## src/rtl/lgge_row_rule.sv

```systemverilog
// lgge_row_rule: b3/s23 update of one grid row from the old rows above and below
// no package use; columns outside the mask read as dead and keep their stored bits

module lgge_row_rule #(
	parameter int COLS = 128
) (
	input  logic [COLS-1:0] above,
	input  logic [COLS-1:0] here,
	input  logic [COLS-1:0] below,
	input  logic [COLS-1:0] mask,
	output logic [COLS-1:0] nxt,
	output logic            chg
);

	logic [COLS+1:0] ap, hp, bp;
	logic [COLS-1:0] born;

	assign ap = {1'b0, above & mask, 1'b0};
	assign hp = {1'b0, here & mask, 1'b0};
	assign bp = {1'b0, below & mask, 1'b0};

	always_comb begin
		logic [3:0] n;
		born = '0;
		for (int c = 0; c < COLS; c++) begin
			n = 4'(ap[c]) + 4'(ap[c+1]) + 4'(ap[c+2]) + 4'(hp[c]) + 4'(hp[c+2])
				+ 4'(bp[c]) + 4'(bp[c+1]) + 4'(bp[c+2]);
			born[c] = (n == 4'd3) || (hp[c+1] && (n == 4'd2));
		end
	end

	assign nxt = (born & mask) | (here & ~mask);
	assign chg = |((born ^ here) & mask);

endmodule

```

## config.mk

```make
export PLATFORM = sky130hd
export DESIGN_NAME = lgge_row_rule
export DESIGN_NICKNAME = d
export VERILOG_FILES = /design/src/rtl/lgge_row_rule.sv
export SDC_FILE = /design/constraint.sdc
export NUM_CORES = 2
export LEC_CHECK = 0
export BUFFER_PORTS_ARGS = -buffer_cell sky130_fd_sc_hd__buf_4
export CORE_AREA = 2 2 252 254
export DETAILED_ROUTE_END_ITERATION = 7
export DIE_AREA = 0 0 254 256
export PLACE_DENSITY_LB_ADDON = 0.05
export SETUP_SLACK_MARGIN = 0.1
export SYNTH_ARGS = -nofsm -noshare
export SYNTH_HDL_FRONTEND = slang
export SYNTH_SLANG_ARGS = --single-unit
```

## constraint.sdc

```tcl
create_clock -name vclk -period 6.35
set_clock_uncertainty 0.05 [all_clocks]
set_input_delay 0.9525 -clock vclk [all_inputs]
set_output_delay 0.9525 -clock vclk [all_outputs]
set_load 0.03 [all_outputs]
```

Word level (Yosys, flattened, before mapping)
Cells that the tools add are included.
W data, S select, Z words.
- register bits: 0
- bits of input ports: 512
- output and inout port bits: 129
- logic and storage cells: 1411
- add/sub/neg operators: 889
- equality and inequality tests: 256
- bitwise operators: 9
- reductions and logical operators: 257
- operator list (cell ; number):
    $add A4 B1 Y4 ; 508
    $eq A4 B2 Y1 const B ; 256
    $and A128 B128 Y128 ; 6
    $add A3 B1 Y4 ; 127
    $add A2 B1 Y3 ; 127
    $add A1 B1 Y2 ; 127
    $logic_and A1 B1 Y1 ; 128
    $logic_or A1 B1 Y1 ; 128
    $not A128 Y128 ; 1
    $or A128 B128 Y128 ; 1
    $reduce_or A128 Y1 ; 1
    $xor A128 B128 Y128 ; 1

Longest topological paths before layout
- depth in word-level cells: 14
- mapped depth: 16
- gate-level depth less buffers: 16

Worst setup path before layout
Ideal clock, no wire load.
- kind: input -> output
- start point: in mask[41]
- end point: out chg
- data arrival time: 5.207 ns
- data required time: 5.347 ns
- path slack: 0.141 ns
- cell stages on the path: 14
- path buffers: 0
- cell sequence: and2_1 fa_1 fa_1 fa_1 ha_1 fa_1 and4b_1 a22oi_1 mux2_4 a2111oi_4 o2111ai_1 or2_0 nor4_1 nand4_1
- word-level cells in the longest chain between the ends: 14
- elaborated cells on any way between the ends: 38
- classes of those cells: add/sub: 20; eq/ne: 6; bitwise: 5; reduce/logical: 7
- RTL lines (element ; line ; source):
    start, declared ; 10 ; input logic [COLS-1:0] mask,
    $and A128 B128 Y128 ; 18 ; assign ap = {1'b0, above & mask, 1'b0};
    $add A1 B1 Y2 ; 26 ; n = 4'(ap[c]) + 4'(ap[c+1]) + 4'(ap[c+2]) + 4'(hp[c]) + 4'(hp[c+2])
    $add A2 B1 Y3 ; 26 ;
    $add A3 B1 Y4 ; 26 ;
    $add A4 B1 Y4 ; 26 ;
    $add A4 B1 Y4 (3 in a row) ; 27 ; + 4'(bp[c]) + 4'(bp[c+1]) + 4'(bp[c+2]);
    $eq A4 B2 Y1 ; 28 ; born[c] = (n == 4'd3) || (hp[c+1] && (n == 4'd2));
    $logic_and A1 B1 Y1 ; 28 ;
    $logic_or A1 B1 Y1 ; 28 ;
    $xor A128 B128 Y128 ; 33 ; assign chg = |((born ^ here) & mask);
    $and A128 B128 Y128 (*) ; 33 ;
    $reduce_or A128 Y1 (*) ; 33 ;
    end, declared ; 12 ; output logic chg
Every way passes the cells marked *; elsewhere a longest branch is shown, timed or not.

Worst setup path in the final report
- start point: in mask[43]
- end point: out chg
Same word-level chain as after synthesis.

==> results.json <==
{
  "grt_util_all_layers": 0.289,
  "clkbuf_count": 0,
  "synthCells": 2455,
  "power.total_mw": 5.43,
  "synth_warnings": 0,
  "p_sw_mw": 2.95,
  "antenna_found_initial": 30,
  "report.final.hold_viol_count": 0,
  "netlist_top_cells_area": "fa_1, ha_1, and2_1",
  "rsz0062_at_grt": "yes",
  "ant_nets": 0,
  "synthMuxAreaShare": 0.0376,
  "avgSynthCellArea_sq_um": 9.94,
  "final_cell_mix": "buf_4, fa_1, ha_1",
  "numPortBuffers": 641,
  "std_cell_rows": 92,
  "fillCellCount": 5863,
  "worst_path_max_delay_cell": "buf_4",
  "viasPerCell": 5.33,
  "cp.required_ps": 5350,
  "layout_commonest_cell": "buf_4",
  "synth_top_family_by_area": "adder cells",
  "start_util": 0.391,
  "netlist_area_sq_um": 24400,
  "grt_pass1_vias": 25300,
  "max_clock_freq_mhz": 151,
  "synth.distinct_cells": 57,
  "drc": 0,
  "swShare": 0.544,
  "postLayoutCoreUtil": 0.536,
  "post-route-period-util": 1.04,
  "power_frac_clock": 0,
  "totalWireLength_mm": 94.2,
  "p_leak_nw": 17.1,
  "fin_nets": 4869,
  "ys_seq_area_frac": 0,
  "core_area_sq_um": 62400,
  "grt_max_degree": 8,
  "cp-end-kind": "primary output",
  "synthAdderAreaFrac": 0.611,
  "grt-ovfl-total": 0,
  "yosys.area_share.simple": 0.219,
  "dieHeight_um": 256,
  "cap_violations": 0,
  "status": "finished, violations left",
  "relSlewSlack": 0.625,
  "grt_pass1_wl_mm": 144,
  "gp_routability_congestion": 0.947,
  "dr.pass1.iters": 7,
  "die_area_sq_um": 65000,
  "worst_pin_slew_ps": 559,
  "drt_first_iter_violations": 1074,
  "path_max_fanout": 4,
  "cts_hold_buffers": 0,
  "setup_viol": 1,
  "p_seq_frac": 0,
  "fin_crit_ps": 6610,
  "vias": 23100,
  "num_io_pins": 641,
  "final_max_slew_viol_count": 0,
  "pwr-share-comb": 1.000,
  "yosysTopAreaCell": "fa_1",
  "ir_drop_mv": 0.0844,
  "die_w_um": 254,
  "register_area_sq_um": 0,
  "cpMostUsedCell": "buf_4",
  "crit_path_max_incr_delay_ps": 160,
  "design.seq.count": 0,
  "drive_gt1_frac": 0.330,
  "area_growth_pct": 37.0,
  "crit_arrival_ps": 5610,
  "crit_path_start_kind": "input pin",
  "drt-wirelength-per-cell_um": 21.8,
  "violations": "negative setup slack",
  "dp_hpwl_mm": 88.4,
  "holdPathStages": 3,
  "cellPowerDensity_nw_per_um2": 162,
  "synth_top_area_frac": 0.417,
  "synth_compound_gate_area_share": 0.121,
  "fin_ws_ps": -261,
  "min_path_type": "input pin to primary output",
  "crit_type": "input pin to primary output",
  "synth_nets": 3855,
  "intPower_mw": 2.48,
  "synth_xor_area_frac": 0.00359
}
## power groups by stage
| stage | sequential, mW | combinational, mW | clock [mW] |
|---|---|---|---|
| 2_1_floorplan | 0 | 3.15 | 0 |
| 3_3_place_gp | 0 | 5.10 | 0 |
| 6_report | 0 | 5.43 | 0.000000317 |
| 4_1_cts | 0 | 5.42 | 0 |
| 5_1_grt | 0 | 6.03 | 0.000000316 |
| 3_5_place_dp | 0 | 5.27 | 0 |
## per-stage QoR
| step | TNS [ps] | area, sq um | setup WS (ps) | hold slack (ps) | cells |
|---|---|---|---|---|---|
| after global routing | -409 | 33400 | -409 | 2190 | 4328 |
| after global placement | -771 | 32800 | -771 | 2170 | 4279 |
| after floorplan | 0 | 24400 | 141 | 2030 | 2455 |
| final | -261 | 33400 | -261 | 2180 | 4328 |
| after CTS | -212 | 33300 | -212 | 2180 | 4310 |
| after detailed placement | -797 | 32800 | -797 | 2180 | 4279 |
## logic make-up (layout without fill, tap and decap cells)
family,Yosys count,in the layout
buffers and inverters,43,1055
and+or+nand+nor,887,887
adders and majority gates,888,888
muxes,84,84
xor gates and xnor gates,10,10
AOI/OAI and AO/OA,543,543
other,0,15
## final timing paths
check	startpoint	to	slack, ps
max	mask[43]	chg	-260
min	mask[122]	nxt[122]	2180
## metal layers
layer,up-vias,share of wire,global-route usage
met4,26,0.040,0.101
met2,612,0.50,0.507
met5,-,0.0018,0
met3,156,0.061,0.0485
met1,11400,0.40,0.355
li1,10900,-,-
## worst max-delay path: cells and delay by family
| family | cells | cell delay (ps) |
|---|---|---|
| buffers and inverters | 31 | 3820 |
| AO/OA/AOI/OAI | 4 | 480 |
| AND/OR/NAND/NOR | 4 | 320 |
## synth_stat cells, types with 11 or more instances
cell type and count:
a21oi_1 348, fa_1 508, nor2_1 93, and3b_1 53, a211oi_1 12, nand3b_1 28, nand3_1 37, and2_1 367
a22oi_1 18, mux2i_1 29, or2_2 11, o21ai_0 113, nor3b_1 14, nand4_1 14, nor2b_1 29, and3_1 57
and4b_1 31, inv_1 43, ha_1 380, nand2_1 106, mux2_2 52
## timing repair
item | 4_1_cts | 5_1_grt
buffers inserted | 31 | 3
endpoints found under the setup margin | 1 | 1
pin swaps | 32 | 24
gates resized for setup | 68 | 25
## cell type report
| class | instances | area, sq um | share of cell area |
|---|---|---|---|
| antenna | 15 | 37.5 | 0.00112 |
| timing repair buffer | 1012 | 7620 | 0.228 |
| tap | 846 | 1060 | 0.0316 |
| inverter | 43 | 161 | 0.00483 |
| multi-input combinational | 2412 | 24600 | 0.735 |
Note: power is estimated with default switching activity, not from simulation.
