`src/rtl/lgge_ram.sv`:
```
// lgge_ram: generic simple dual-port ram, one write and one registered read port
// no dependencies; read returns the old word on a same-address write

module lgge_ram #(
	parameter int WIDTH = 8,
	parameter int DEPTH = 16
) (
	input  logic                     clk,
	input  logic                     we,
	input  logic [$clog2(DEPTH)-1:0] waddr,
	input  logic [WIDTH-1:0]         wdata,
	input  logic                     re,
	input  logic [$clog2(DEPTH)-1:0] raddr,
	output logic [WIDTH-1:0]         rdata
);

	logic [WIDTH-1:0] mem [DEPTH];

	always_ff @(posedge clk) begin
		if (we) begin
			mem[waddr] <= wdata;
		end
		if (re) begin
			rdata <= mem[raddr];
		end
	end

endmodule

```
`config.mk`:
```
export PLATFORM = sky130hd
export DESIGN_NAME = lgge_ram
export DESIGN_NICKNAME = d
export VERILOG_FILES = /design/src/rtl/lgge_ram.sv
export SDC_FILE = /design/constraint.sdc
export NUM_CORES = 1
export LEC_CHECK = 0
export BUFFER_PORTS_ARGS = -buffer_cell sky130_fd_sc_hd__buf_2
export CAP_MARGIN = 20
export CORE_MARGIN = 3
export CORE_UTILIZATION = 60
export DETAILED_ROUTE_END_ITERATION = 12
export PLACE_DENSITY_LB_ADDON = 0.15
export SKIP_CTS_REPAIR_TIMING = 1
export SLEW_MARGIN = 20
export SYNTH_ARGS = -nofsm -noshare
export SYNTH_HDL_FRONTEND = slang
export SYNTH_SLANG_ARGS = --single-unit
```
`constraint.sdc`:
```
create_clock -name clk -period 5.7 [get_ports clk]
set_clock_uncertainty 0.2 [all_clocks]
set_input_delay 1.425 -clock clk [delete_from_list [all_inputs] [get_ports clk]]
set_output_delay 1.425 -clock clk [all_outputs]
set_load 0.01 [all_outputs]
```
# Yosys cells after proc, flatten, opt, wreduce, memory -nomap -nowiden
# Memory sizes are Yosys's and may differ from the RTL's. A register that Yosys moved wholly into a read port is not among the register bits.
# Cells that the tools add are included.
# Widths: inputs -> output; s select.
# classes
muxes,2
# op_table
operator,count
$mux 1,2
# word_totals
in_bits,19
wordCells,3
ff_bits,0
mem_count,1
ram_bits,128
# memory_table
memory,depth,word_bits,read_ports,rd_clocked_by_memory_dff,wr,line,text
mem,16,8,1,1,1,17,logic [WIDTH-1:0] mem [DEPTH];

# Logic depth before layout (Yosys ltp)
# Gate-level depths: netlist of run 1.
# logic_depth
depth_word,2
mapped_depth,5
mapped_depth_nobuf,3

# Worst setup path before layout of run 1
# Ideal clock, no wire load.
# synth_timing
path_kind,input-to-reg
startpoint,in waddr[2]
endpoint,"mem mem[0][0], enable pin"
setup_ns,0.383
stages,2
required_time_ns,5.117
slack_ns,2.582
arrival_ns,2.535
n_path_buf,0
path_cell_list,or3b_2 nor3_1
# synth_lines
item,line,text
"start, declared",10,"input logic [$clog2(DEPTH)-1:0] waddr,"
"end, declared",17,
# No word-level cell before the write port.

==> results of run 1 <==
==> cell families after synthesis <==
| family | count (synthesis) |
|---|---|
| AOI/OAI and AO/OA | 16 |
| buffers and inverters | 10 |
| DFF | 136 |
| muxes | 32 |
| and+or+nand+nor | 35 |
==> worst paths after layout <==
check                                end  slack [ps]
worst min-delay path            rdata[0]         550
worst max-delay path            rdata[7]        2820
worst min register to register  rdata[0]         550
worst max register to register  rdata[7]        4020
==> stage by stage <==
stage	worst slack [ps]	std cells	power, mW	utilization
6_report	2820	387	2.30	0.725
5_1_grt	2710	387	2.37	0.725
4_1_cts	2510	386	2.32	0.722
3_5_place_dp	1970	354	1.25	0.651
3_3_place_gp	1980	354	1.25	0.651
2_1_floorplan	2580	229	1.21	-
==> placed cells by master, fill, tap and decap left out, drive strengths merged <==
cell and n:
bufinv 3, inv 2, edfxtp 136, and2 1, a22oi 16, nand3b 2
nand2 9, clkbuf 17, and2b 1, clkinvlp 5, nor2 13, buf 31
nand2b 2, or3b 1, nand3 1, mux4 32, nor3 4, nor2b 1
clkinv 5
==> per-layer routing <==
layer,track usage,wire length (um),vias to the layer above
met1,0.299,3960,1236
met3,0.0575,610,16
li1,-,-,1069
met4,0.0956,208,0
met5,0,0,-
met2,0.330,4820,106
==> worst min-delay path, delay by kind of cell, from the launching register on <==
family / cells / cell delay, ps
compound gates: 1 / 60
flops: 1 / 310
mux: 1 / 210
simple gates: 1 / 60
==> sequential cells by signal, indices dropped and copies added, names as in the netlist <==
name,flops
mem,128
rdata,8
==> power by group through the flow <==
stage / clock network (mW) / logic, mW / registers (mW)
finish: 1.07 / 0.0974 / 1.13
global route: 1.13 / 0.106 / 1.14
CTS: 1.08 / 0.0973 / 1.13
global placement: 0 / 0.0946 / 1.15
floorplan: 0 / 0.0569 / 1.15
detailed placement: 0 / 0.0970 / 1.15
==> cell type report <==
class / count / area, um^2 / share of cell area
multi-input combinational: 83 / 1060 / 0.175
timing repair buffer: 31 / 180 / 0.0298
clock buffer: 17 / 414 / 0.0685
sequential: 136 / 4080 / 0.676
clock inverter: 15 / 176 / 0.0292
tap: 105 / 131 / 0.0217
==> metrics.md, run 1 <==
| Metric | Value |
|---|---|
| RSZ-0062 raised after global routing | `no` |
| Post-Synth XOR/XNOR Area | `0` |
| Ports | `27` |
| # port buffers | `26` |
| Status | `finished, final reports clean` |
| FF-to-FF Start | `mem[11][7]` |
| Share of the synthesized area in the top cell type | `0.781` |
| Initial antenna violation count | `0` |
| Most numerous cell in the Yosys netlist | `edfxtp_1` |
| First-pass GRT wire length | `14800 um` |
| DP Area | `5430 um^2` |
| Largest net degree at the start of global routing | `33` |
| CP top delay family | `buffers and inverters` |
| Gpl congestion | `0.721` |
| GRT Residual Overflow | `0` |
| Initial core utilization | `0.627` |
| Sequential area share after synthesis | `0.781` |
| Ranking of synthesized cells by area | `edfxtp_1 (78%), mux4_2 (7.8%), mux4_1 (7.0%), a22oi_1 (2.3%), nor2_1 (0.93%)` |
| Synth area leader | `edfxtp_1` |
| Count of final max-slew check failures | `0` |
| Iter 0 DRT Violations | `212` |
| Sw Ratio | `0.204` |
| Leakage | `2.01 nW` |
| Fin crit period | `2880 ps` |
| Post-route ant nets | `0` |
| Largest family of logic cells by synthesized area | `multiplexers` |
| Flops & latches, synth | `136` |
| Fin nets | `288` |
| Detailed Routing Iterations Pass 1 | `4` |
| Post-synth top cells | `edfxtp_1 (136), mux4_2 (18), a22oi_1 (16)` |
| Worst path slowest cell | `mux4_2` |
| Critical Path RT | `5760 ps` |
| Drt total wl | `9600 um` |
| Maxcap violations | `0` |
| Pwr/cell area | `381 nW/um^2` |
| Compound-Gate Fraction of Synth Area | `0.0230` |
| Syn. warnings | `0` |
| Tcrit/Tclk final | `0.506` |
| Mapped Area | `5230 um^2` |
| Fmax | `0.347 GHz` |
| Crit path launch type | `primary input` |
| DRC Markers | `0` |
| Cell internal pwr | `1.83 mW` |
| Clock Path Buffers | `2` |
| Crit-path cells | `buf_2 > buf_12 > mux4_2 > a22oi_1 > nand2_1` |
| Antenna diodes | `0` |
| # setup viols final | `0` |
| Hold Crit Start | `mem[7][0]` |
| Core area | `8340 um^2` |
| Number of H-tree levels | `4` |
| WL/cell | `24.8 um` |
| CP arrival | `2940 ps` |
| Die W | `99.3 um` |
| Die ar. | `9870 um^2` |
| Hold Crit Class | `flip-flop to flip-flop` |
| Via Count | `2427` |
| Clock share of power | `0.466` |
| Vias in the first global route | `2534` |
| # fillers | `475` |
| Sw power | `0.471 mW` |
| Instance count on the critical path | `5` |
| Dominant register cell in the synthesized netlist | `edfxtp_1` |
| Root buffer cell | `clkbuf_8` |
| Ys async rst share | `0` |
| Syn_nets | `248` |
| Worst-path maximum fanout | `20` |
| Gate Count Post-Synth | `229` |
| Worst-Skew Late Latency | `520 ps` |
| Hold WS | `554 ps` |
| Setup TNS Final | `0 ps` |
| Worst Hold Depth | `3` |
| Clock sinks | `136` |
| Reg power frac | `0.492` |
| CP Capture Type | `flip-flop` |
| CTS tree | `yes` |
| Final instance area | `6040 um^2` |
| Worst path bufs/invs | `2` |
| Post-DR vias/cell | `6.27` |
| CP Class | `primary input to flip-flop` |
| Final hold vios | `0` |
| Post-synthesis mux area share | `0.148` |
| Post-synth EDFFs | `136` |
| DP HPWL | `5700 um` |
| Reg2Reg Depth | `3` |
| Worst Tran Pin Value | `966 ps` |
| Post-Synth Adder-Cell Area | `0` |
| P&R area growth vs syn | `15.6%` |
| CP max stage delay | `520 ps` |
| Row Count | `33` |
| Critical path startpoint | `raddr[0]` |
| Slew Limit Headroom | `0.354` |
| Share of layout cells above drive strength 1 | `0.287` |
| Post-synthesis simple-gate area fraction | `0.0314` |
| Comb pwr share | `0.042` |
| Die H | `99.3 um` |
| Clk pin slew, worst setup/hold paths | `60 ps` |
| Avg Inst Size Synth | `22.8 um^2` |
| Total CTS buffers | `17` |
| Max IR drop VDD | `0.000246 V` |
| Overall routing resource usage | `0.216` |
| Synth cell types | `18` |
(Power assumes the default switching activity.)
==> run 2: changes to the inputs <==
ABC_AREA = 1   (was not set)
clock period = 2.85 ns   (was 5.7 ns; I/O delays follow)
==> run 2 against run 1 <==
Clock power is 100% higher. Non-clock buffer count is 5 higher. Combinational power grew to 2.8 times the previous value. First-iteration DRC count is 41% higher. Synthesized area is 12% higher. Sequential power is 100% higher. Largest cell class unchanged. Die area is 11% higher. Utilization is 1.4 points lower. Sequential share of layout area is 6.2 points lower. Setup slack worse by 2000 ps. Wire length is 34% higher. Highest routed layer unchanged.
==> metrics.md, run 2 <==
| Metric | Value |
|---|---|
| Status | `finished, final reports clean` |
| Pwr/cell area | `707 nW/um^2 (+85%)` |
| Detailed Routing Iterations Pass 1 | `6 (+2)` |
| Worst path slowest cell | `edfxtp_1` |
| Ports | `27 (unchanged)` |
| Total CTS buffers | `17 (unchanged)` |
| Post-synth top cells | `nand2_1 (173), edfxtp_1 (136), inv_1 (100)` |
| Final hold vios | `0 (unchanged)` |
| Flops & latches, synth | `136 (unchanged)` |
| Fin crit period | `1990 ps` |
| Initial core utilization | `0.624 (-0.00286)` |
| Share of the synthesized area in the top cell type | `0.698 (-0.0828)` |
| Root buffer cell | `clkbuf_8` |
| Avg Inst Size Synth | `10.6 um^2 (-54%)` |
| Setup TNS Final | `0 ps (unchanged)` |
| Fmax | `0.503 GHz` |
| Worst path bufs/invs | `1 (-1)` |
| Vias in the first global route | `3607 (+42%)` |
| Mapped Area | `5850 um^2 (+12%)` |
| Tcrit/Tclk final | `0.698` |
| Post-DR vias/cell | `5.33 (-15%)` |
| Critical Path RT | `1940 ps (-3820 ps)` |
| Count of final max-slew check failures | `0 (unchanged)` |
| First-pass GRT wire length | `19900 um (+35%)` |
| WL/cell | `17.8 um (-28%)` |
| CP top delay family | `flip-flops` |
| Slew Limit Headroom | `0.412 (+0.0584)` |
| CP arrival | `1080 ps (-1860 ps)` |
| Crit path launch type | `flip-flop` |
| Share of layout cells above drive strength 1 | `0.116 (-0.171)` |
| Crit-path cells | `buf_2` |
| Synth cell types | `11 (-7)` |
| Post-route ant nets | `0 (unchanged)` |
| P&R area growth vs syn | `13.9%` |
| CP Capture Type | `output pin` |
| Ranking of synthesized cells by area | `edfxtp_1 (70%), nand2_1 (11%), nand3_1 (8.3%), inv_1 (6.4%), buf_6 (1.2%)` |
| Maxcap violations | `0 (unchanged)` |
| Post-synth EDFFs | `136 (unchanged)` |
| Fin nets | `601 (+110%)` |
| Synth area leader | `edfxtp_1` |
| Via Count | `3850 (+59%)` |
| Die H | `105 um (+5.4%)` |
| Most numerous cell in the Yosys netlist | `nand2_1` |
| Sequential area share after synthesis | `0.698 (-0.0828)` |
| Largest register FFs | `128 (unchanged)` |
| Commonest cells after routing, fill and taps aside | `nand2_1 (173), edfxtp_1 (136), inv_1 (100)` |
| DP HPWL | `7840 um (+38%)` |
| Clock Path Buffers | `2 (unchanged)` |
| Core area | `9370 um^2 (+12%)` |
| RSZ-0062 raised after global routing | `no` |
| Hold Crit Class | `primary input to flip-flop` |
| Max IR drop VDD | `0.000436 V (+78%)` |
| Number of H-tree levels | `4 (unchanged)` |
| Total chip power | `4.70 mW (+100%)` |
| DRC Markers | `0 (unchanged)` |
| Top reg by flops | `mem` |
| Drt total wl | `12900 um (+34%)` |
| Commonest non-fill, non-tap cell in the layout | `nand2_1` |
| CP Class | `flip-flop to output pin` |
| Initial antenna violation count | `0 (unchanged)` |
| Largest net degree at the start of global routing | `65 (+97%)` |
| Final Core Density | `0.710 (-0.0142)` |
| Dominant register cell in the synthesized netlist | `edfxtp_1` |
| # port buffers | `26 (unchanged)` |
| Worst-path maximum fanout | `1 (-95%)` |
| Syn_nets | `570 (+130%)` |
| Die W | `105 um (+5.4%)` |
| Ys async rst share | `0 (unchanged)` |
| Clk pin slew, worst setup/hold paths | `60 ps (about the same)` |
| GRT Residual Overflow | `0 (unchanged)` |
| Syn. warnings | `0 (unchanged)` |
| # setup viols final | `0 (unchanged)` |
| CTS tree | `yes` |
| Overall routing resource usage | `0.245 (+0.0293)` |
| Antenna diodes | `0 (unchanged)` |
| Gpl congestion | `0.859 (+19%)` |
| Iter 0 DRT Violations | `299 (+41%)` |
| Row Count | `35 (+6.1%)` |
| Die ar. | `11000 um^2 (+11%)` |
| Gate Count Post-Synth | `551 (+140%)` |
| Worst-Skew Late Latency | `520 ps (about the same)` |
| Clock sinks | `136 (unchanged)` |
| CP max stage delay | `400 ps (-120 ps)` |
| Worst Tran Pin Value | `879 ps (-87.2 ps)` |
| Leakage | `2.87 nW (+43%)` |
| Biggest regs | `mem (128), rdata (8)` |
[run 2: layout make-up]
| cell class | instances | area [um^2] |
|---|---|---|
| Sequential cell | 136 | 4080 |
| Fill cell | 684 | 2710 |
| Multi-Input combinational cell | 289 | 1210 |
| Clock buffer | 17 | 414 |
| Inverter | 102 | 383 |
| Timing Repair Buffer | 36 | 230 |
| Clock inverter | 14 | 171 |
| Tap cell | 129 | 161 |
[run 2: cell families after synthesis]
family        share of synthesized area
flops                             0.698
simple gates                      0.208
buf+inv                          0.0939
[run 2: power breakdown]
group	switching (mW)	internal, mW	total, mW	leakage, nW
Clock	0.834	1.33	2.17	0.281
Combinational	0.194	0.0757	0.270	1.36
Sequential	0.0125	2.25	2.27	1.24
[run 2: per-stage QoR]
step	std cells	setup slack [ps]	area, um^2	hold WS [ps]
after CTS	723	854	6660	348
after detailed placement	692	464	6070	534
after global routing	723	820	6660	349
after global placement	692	550	6070	532
final	723	860	6660	363
after floorplan	551	987	5850	483
[run 2: final timing paths]
path | startpoint | endpoint | slack [ps] | cells after the start
max | rdata[4] | rdata[4] | 860 | 1
min | re | rdata[1] | 360 | 1
max reg2reg | mem[9][1] | rdata[1] | 1480 | 6
min reg2reg | mem[14][4] | rdata[4] | 560 | 6
[run 2: per-layer routing]
metal / vias up / GRT usage / share of wire
li1: 1838 / - / -
met1: 1823 / 0.356 / 0.44
met2: 170 / 0.368 / 0.46
met3: 19 / 0.0593 / 0.078
met4: 0 / 0.0797 / 0.015
met5: - / 0 / 0
